[config.mk]
export PLATFORM = sky130hd
export DESIGN_NAME = tmsp_front_flat
export DESIGN_NICKNAME = d
export VERILOG_FILES = /design/src/hdl/tmsp_pkg.sv /design/src/hdl/tmsp_if.sv /design/src/hdl/tmsp_front.sv /design/src/flat_wrapper.sv
export SDC_FILE = /design/constraint.sdc
export NUM_CORES = 1
export LEC_CHECK = 0
export BUFFER_PORTS_ARGS = -buffer_cell sky130_fd_sc_hd__buf_2
export CAP_MARGIN = 20
export CELL_PAD_IN_SITES_DETAIL_PLACEMENT = 0
export CELL_PAD_IN_SITES_GLOBAL_PLACEMENT = 1
export CORE_UTILIZATION = 45
export CTS_CLUSTER_DIAMETER = 60
export CTS_CLUSTER_SIZE = 24
export DETAILED_ROUTE_END_ITERATION = 10
export PLACE_DENSITY_LB_ADDON = 0.1
export REMOVE_ABC_BUFFERS = 1
export SYNTH_ARGS = -nofsm -noshare
export SYNTH_HDL_FRONTEND = slang
export SYNTH_SLANG_ARGS = --single-unit
export TNS_END_PERCENT = 5
[constraint.sdc]
create_clock -name clock -period 7.21 [get_ports clock]
set_input_delay 0.721 -clock clock [delete_from_list [all_inputs] [get_ports clock]]
set_output_delay 0.721 -clock clock [all_outputs]
set_load 0.01 [all_outputs]
[src/hdl/tmsp_pkg.sv]
// Shared constants, types and state codes of the temporal miss-stream prefetcher.
// No dependencies; every other file except tmsp_ram imports this package.
`default_nettype none

package tmsp_pkg;

   localparam int HIST_DEPTH      = 1024;
   localparam int INDEX_ENTRIES   = 128;
   localparam int PAIRS_PER_ENTRY = 8;
   localparam int BURST           = 8;
   localparam int REPLAY_DEPTH    = 128;
   localparam int LINE_LOG2       = 6;

   localparam int ADDR_W  = 48;
   localparam int PC_W    = 48;
   localparam int CORE_W  = 3;
   localparam int LINE_W  = 42;
   localparam int PTR_W   = 32;
   localparam int TIMER_W = 2;
   localparam int UCNT_W  = 3;

   localparam int HIST_AW    = $clog2(HIST_DEPTH);
   localparam int HIST_CW    = $clog2(HIST_DEPTH + 1);
   localparam int ENT_AW     = $clog2(INDEX_ENTRIES);
   localparam int PAIR_JW    = (PAIRS_PER_ENTRY > 1) ? $clog2(PAIRS_PER_ENTRY) : 1;
   localparam int PAIR_DEPTH = INDEX_ENTRIES * (2 ** PAIR_JW);
   localparam int PAIR_AW    = ENT_AW + PAIR_JW;
   localparam int RQ_AW      = $clog2(REPLAY_DEPTH);
   localparam int BURST_CW   = (BURST > 1) ? $clog2(BURST) : 1;

   typedef enum logic {
      KIND_MISS,
      KIND_HIT
   } kind_type;

   typedef struct packed {
      kind_type            kind;
      logic [ADDR_W-1:0]   line_addr;
      logic [PC_W-1:0]     load_pc;
      logic [CORE_W-1:0]   core_id;
   } item_type;

   typedef struct packed {
      logic [PTR_W-1:0]           recent_ptr;
      logic [UCNT_W-1:0]          upd_count;
      logic [PAIRS_PER_ENTRY-1:0] pair_valid;
   } meta_type;

   typedef struct packed {
      logic [ADDR_W-1:0]  succ_key;
      logic [PTR_W-1:0]   hist_ptr;
      logic [TIMER_W-1:0] timer;
   } pair_type;

   typedef enum logic [4:0] {
      ST_IDLE,
      ST_FIND_HEAD,
      ST_META_HEAD,
      ST_PAIR_HEAD,
      ST_FIND_ADDR,
      ST_META_ADDR,
      ST_REFILL,
      ST_DRAIN,
      ST_RECORD,
      ST_EV_SCAN,
      ST_EV_PAIR,
      ST_EV_FIN,
      ST_PREV,
      ST_FIND_PREV,
      ST_UPD_META,
      ST_UPD_PAIR,
      ST_UPD_WR
   } state_type;

endpackage

`default_nettype wire

[src/hdl/tmsp_if.sv]
// Valid/ready channel interfaces for the event input and the prefetch request output.
// Depends on tmsp_pkg for field widths.
`default_nettype none

interface tmsp_req_if
   import tmsp_pkg::*;
();
   logic              valid;
   logic              ready;
   logic [ADDR_W-1:0] line_addr;
   logic              is_hit;
   logic [PC_W-1:0]   load_pc;
   logic [CORE_W-1:0] core_id;

   modport source (output valid, line_addr, is_hit, load_pc, core_id, input ready);
   modport sink (input valid, line_addr, is_hit, load_pc, core_id, output ready);
endinterface


`default_nettype wire

[src/hdl/tmsp_front.sv]
// Front end: accepts events, classifies them as hit or miss and queues them.
// Depends on tmsp_pkg and tmsp_if.
`default_nettype none

module tmsp_front
   import tmsp_pkg::*;
(
   input  logic     clock,
   input  logic     reset,
   tmsp_req_if.sink req_chan,
   output logic     item_valid,
   input  logic     item_ready,
   output item_type item
);
   item_type    slot_ff [2];
   logic        wr_ptr_ff, wr_ptr_in;
   logic        rd_ptr_ff, rd_ptr_in;
   logic [1:0]  count_ff, count_in;
   logic        push, pop;
   item_type    new_item;

   always_comb begin
      new_item.kind      = req_chan.is_hit ? KIND_HIT : KIND_MISS;
      new_item.line_addr = req_chan.line_addr;
      new_item.load_pc   = req_chan.load_pc;
      new_item.core_id   = req_chan.core_id;
      req_chan.ready     = (count_ff != 2'd2);
      push               = req_chan.valid && req_chan.ready;
      item_valid         = (count_ff != 2'd0);
      item               = slot_ff[rd_ptr_ff];
      pop                = item_valid && item_ready;
      wr_ptr_in          = push ? ~wr_ptr_ff : wr_ptr_ff;
      rd_ptr_in          = pop ? ~rd_ptr_ff : rd_ptr_ff;
      count_in           = count_ff + {1'b0, push} - {1'b0, pop};
   end

   always_ff @(posedge clock) begin
      if (reset) begin
         wr_ptr_ff <= 1'b0;
         rd_ptr_ff <= 1'b0;
         count_ff  <= 2'd0;
      end else begin
         wr_ptr_ff <= wr_ptr_in;
         rd_ptr_ff <= rd_ptr_in;
         count_ff  <= count_in;
      end
      if (push) begin
         slot_ff[wr_ptr_ff] <= new_item;
      end
   end
endmodule

`default_nettype wire

[src/flat_wrapper.sv]
// flat-port wrapper written by rule: the top's interface ports become plain ports
module tmsp_front_flat import tmsp_pkg::*;
  (clock, reset, item_valid, item_ready, item, req_chan_valid, req_chan_line_addr, req_chan_is_hit, req_chan_load_pc, req_chan_core_id, req_chan_ready);
  tmsp_req_if req_chan_i ();
  input  logic clock;
  input  logic reset;
  output logic item_valid;
  input  logic item_ready;
  output item_type item;
  input wire logic [$bits(req_chan_i.valid)-1:0] req_chan_valid;
  input wire logic [$bits(req_chan_i.line_addr)-1:0] req_chan_line_addr;
  input wire logic [$bits(req_chan_i.is_hit)-1:0] req_chan_is_hit;
  input wire logic [$bits(req_chan_i.load_pc)-1:0] req_chan_load_pc;
  input wire logic [$bits(req_chan_i.core_id)-1:0] req_chan_core_id;
  output wire logic [$bits(req_chan_i.ready)-1:0] req_chan_ready;
  assign req_chan_i.valid = req_chan_valid;
  assign req_chan_i.line_addr = req_chan_line_addr;
  assign req_chan_i.is_hit = req_chan_is_hit;
  assign req_chan_i.load_pc = req_chan_load_pc;
  assign req_chan_i.core_id = req_chan_core_id;
  assign req_chan_ready = req_chan_i.ready;
  tmsp_front u_core (.clock(clock), .reset(reset), .req_chan(req_chan_i), .item_valid(item_valid), .item_ready(item_ready), .item(item));
endmodule
==> metrics.md <==
| Metric | Value |
|---|---|
| Met1 WL | `5430 um` |
| Clock sink count | `205` |
| Cell count after synthesis | `338` |
| Commonest non-fill, non-tap cells in the layout | `buf_2 (205), edfxtp_1 (200), mux2_4 (100)` |
| Hold_buf cts | `0` |
| RSZ-0062 raised after global routing | `no` |
| Slowest CP cell | `dfxtp_4` |
| Detailed Place HPWL | `8790 um` |
| Post-CTS Setup Inserts | `0` |
| Overall via count from detail_route | `3,736` |
| Net switching power | `901 uW` |
| Drc violations | `0` |
| Dpl cell area | `0.00910 mm^2` |
| Seq/Total Area, Yosys | `0.767` |
| Sw Share | `0.267` |
| Max-cap violations | `0` |
| CP delay by family, top | `buffers and inverters` |
| Tot GR Track Use | `0.147` |
| Routed len/inst | `17.3 um` |
| Total power | `3.37 mW` |
| Mean Syn Cell Area | `23.5 um^2` |
| Slowest stage delay, CP | `0.97 ns` |
| Fin crit period | `3.62 ns` |
| DR WL met2 | `6820 um` |
| Leak | `3.77 nW` |
| Commonest non-fill, non-tap cell in the layout | `buf_2` |
| Combinational cell fraction of total power | `0.266` |
| Worst Hold Class | `in -> reg` |
| Max Root-Sink Buffers | `3` |
| F_max | `276 MHz` |
| Max-slew headroom | `0.336` |
| Ys Warns | `0` |
| GRT Residual Overflow | `0` |
| Crit-path cells | `buf_4 > mux2_4 > buf_2` |
| HP Start | `req_chan_line_addr[16]` |
| Netlist cell types | `19` |
| Sequential share of power | `0.477` |
| Crit path buf inv count | `2` |
| Worst Max-Slew Pin Slew | `0.996 ns` |
| Reg2reg start | `u_core.count_ff[0]$_SDFF_PP0_` |
| DRT iter0 DRCs | `165` |
| Initial antenna violation count | `2` |
| Post-Route WL | `13,600 um` |
| Die area | `0.0182 mm^2` |
| Largest net degree at the start of global routing | `62` |
| Fin Setup TNS | `0 ns` |
| Design area | `0.00961 mm^2` |
| RD Place Congestion | `0.709` |
| Worst EP arrival | `2.90 ns` |
| Final Hold Fails | `0` |
| First-pass GRT wire length | `20,200 um` |
| # fillers | `1,385` |
| DIE HEIGHT | `135 um` |
| Run status | `finished clean` |
| Synth Register Bits | `205` |
| Worst skew pair latency | `0.46 ns` |
| PwrDens | `351 mW/mm^2` |
| Fraction of layout cells with a size suffix above 1 | `0.601` |
| Count of final max-slew check failures | `0` |
| Total iterations of the first detailed-routing run | `4` |
| Met3 routed wirelength | `1090 um` |
| Worst setup SP type | `flip-flop` |
| Final period util | `0.502` |
| Final setup vio count | `0` |
| Rows | `48` |
| Clk network pwr share | `0.258` |
| Ports | `206` |
| Antenna Nets Post-Route | `0` |
| Buffers on Ports | `205` |
| Core footprint | `0.0173 mm^2` |
| Crit path max fanout | `52` |
| Critical path class | `reg -> out` |
| Starting Density | `0.460` |
| Top sig layer | `met5` |
| Area Overhead vs Synth | `20.8%` |
| Crit end category | `output pin` |
| Worst clock skew | `0.0158 ns` |
| Worst Path Required | `6.49 ns` |
| CTS clk-pin slew, worst paths | `0.09 ns` |
| CTS tree | `done` |
| Vias in the first global route | `3,782` |
| Final Util | `0.555` |
| Int Power | `2.47 mW` |
| Total CTS buffers | `15` |
| Maximum VDD drop | `0.264 mV` |
| Vias per cell | `4.75` |
| H-tree depth | `1` |
| PostCTS Resize Cnt | `0` |
| Root buffer selected by CTS | `clkbuf_16` |
| Hold Slack | `0.439 ns` |
| Die Wd | `135 um` |
| Post-Syn Area | `0.00796 mm^2` |
| Nets@finish | `659` |
-- final timing paths --
path	endpoint	slack, ns	depth (start not counted)
setup / recovery	item[6]	3.59	3
hold / removal	u_core.slot_ff[1][67]$_DFFE_PP_	0.44	1
setup reg to reg	u_core.slot_ff[0][38]$_DFFE_PP_	4.63	5
hold reg to reg	flip-flop	0.52	2
-- power by group through the flow --
stage / clock network, mW / registers [mW] / logic, mW
6_report: 0.869 / 1.61 / 0.896
5_1_grt: 0.930 / 1.63 / 0.962
4_1_cts: 0.895 / 1.61 / 0.916
3_5_place_dp: 0 / 1.64 / 0.912
3_3_place_gp: 0 / 1.63 / 0.905
2_1_floorplan: 0 / 1.67 / 0.652
-- cells by family after synthesis --
| kind of cell | Yosys count | synth area share |
|---|---|---|
| flip-flops | 205 | 0.767 |
| multiplexers | 100 | 0.189 |
| AND/OR/NAND/NOR | 14 | 0.00943 |
| buffers and inverters | 13 | 0.0275 |
| AO/OA/AOI/OAI | 2 | 0.00157 |
| XOR/XNOR | 2 | 0.00220 |
| adder cells (fa/ha/maj) | 2 | 0.00314 |
-- per-stage QoR --
step | worst slack (ns) | instances
2_1_floorplan | 1.34 | 327
3_3_place_gp | 4.05 | 761
4_1_cts | 3.50 | 786
5_1_grt | 3.42 | 786
6_report | 3.59 | 787
3_5_place_dp | 4.02 | 761
-- state kept, by name, indices dropped and copies added, names as in the netlist, named ones only --
name,flops
u_core.count_ff,2
u_core.rd_ptr_ff,1
u_core.slot_ff,200
u_core.wr_ptr_ff,1
-- synthesized netlist by cell type --
| library cell | instances | area (um^2) |
|---|---|---|
| nor3_1 | 1 | 5.00 |
| o21ai_1 | 1 | 5.00 |
| and3_1 | 1 | 6.26 |
| o21a_1 | 1 | 7.51 |
| inv_1 | 2 | 7.51 |
| or2_2 | 1 | 6.26 |
| nor2b_1 | 2 | 12.5 |
| xnor2_1 | 1 | 8.76 |
| buf_6 | 1 | 11.3 |
| dfxtp_1 | 5 | 100 |
| nand3_1 | 1 | 5.00 |
| nand2b_1 | 2 | 12.5 |
| and2_1 | 2 | 12.5 |
| xor2_1 | 1 | 8.76 |
| buf_12 | 10 | 200 |
| edfxtp_1 | 200 | 6010 |
| nor2_1 | 4 | 15.0 |
| ha_1 | 2 | 25.0 |
| mux2_4 | 100 | 1500 |
-- area by class of cell --
cell class / count / area (um^2) / share of cell area
sequential: 205 / 6110 / 0.636
multi-input combinational: 120 / 1640 / 0.171
timing repair buffer: 209 / 1060 / 0.110
clock buffer: 16 / 379 / 0.0395
tap: 225 / 282 / 0.0293
clock inverter: 9 / 128 / 0.0133
inverter: 2 / 7.51 / 0.000781
antenna: 1 / 2.50 / 0.000260
-- metal layers --
| metal | GRT usage | vias to the layer above |
|---|---|---|
| met5 | 0 | - |
| met4 | 0.0418 | 2 |
| met3 | 0.0409 | 24 |
| met2 | 0.252 | 137 |
| met1 | 0.181 | 1810 |
| li1 | - | 1763 |
Power figures use the tool's default switching activity.
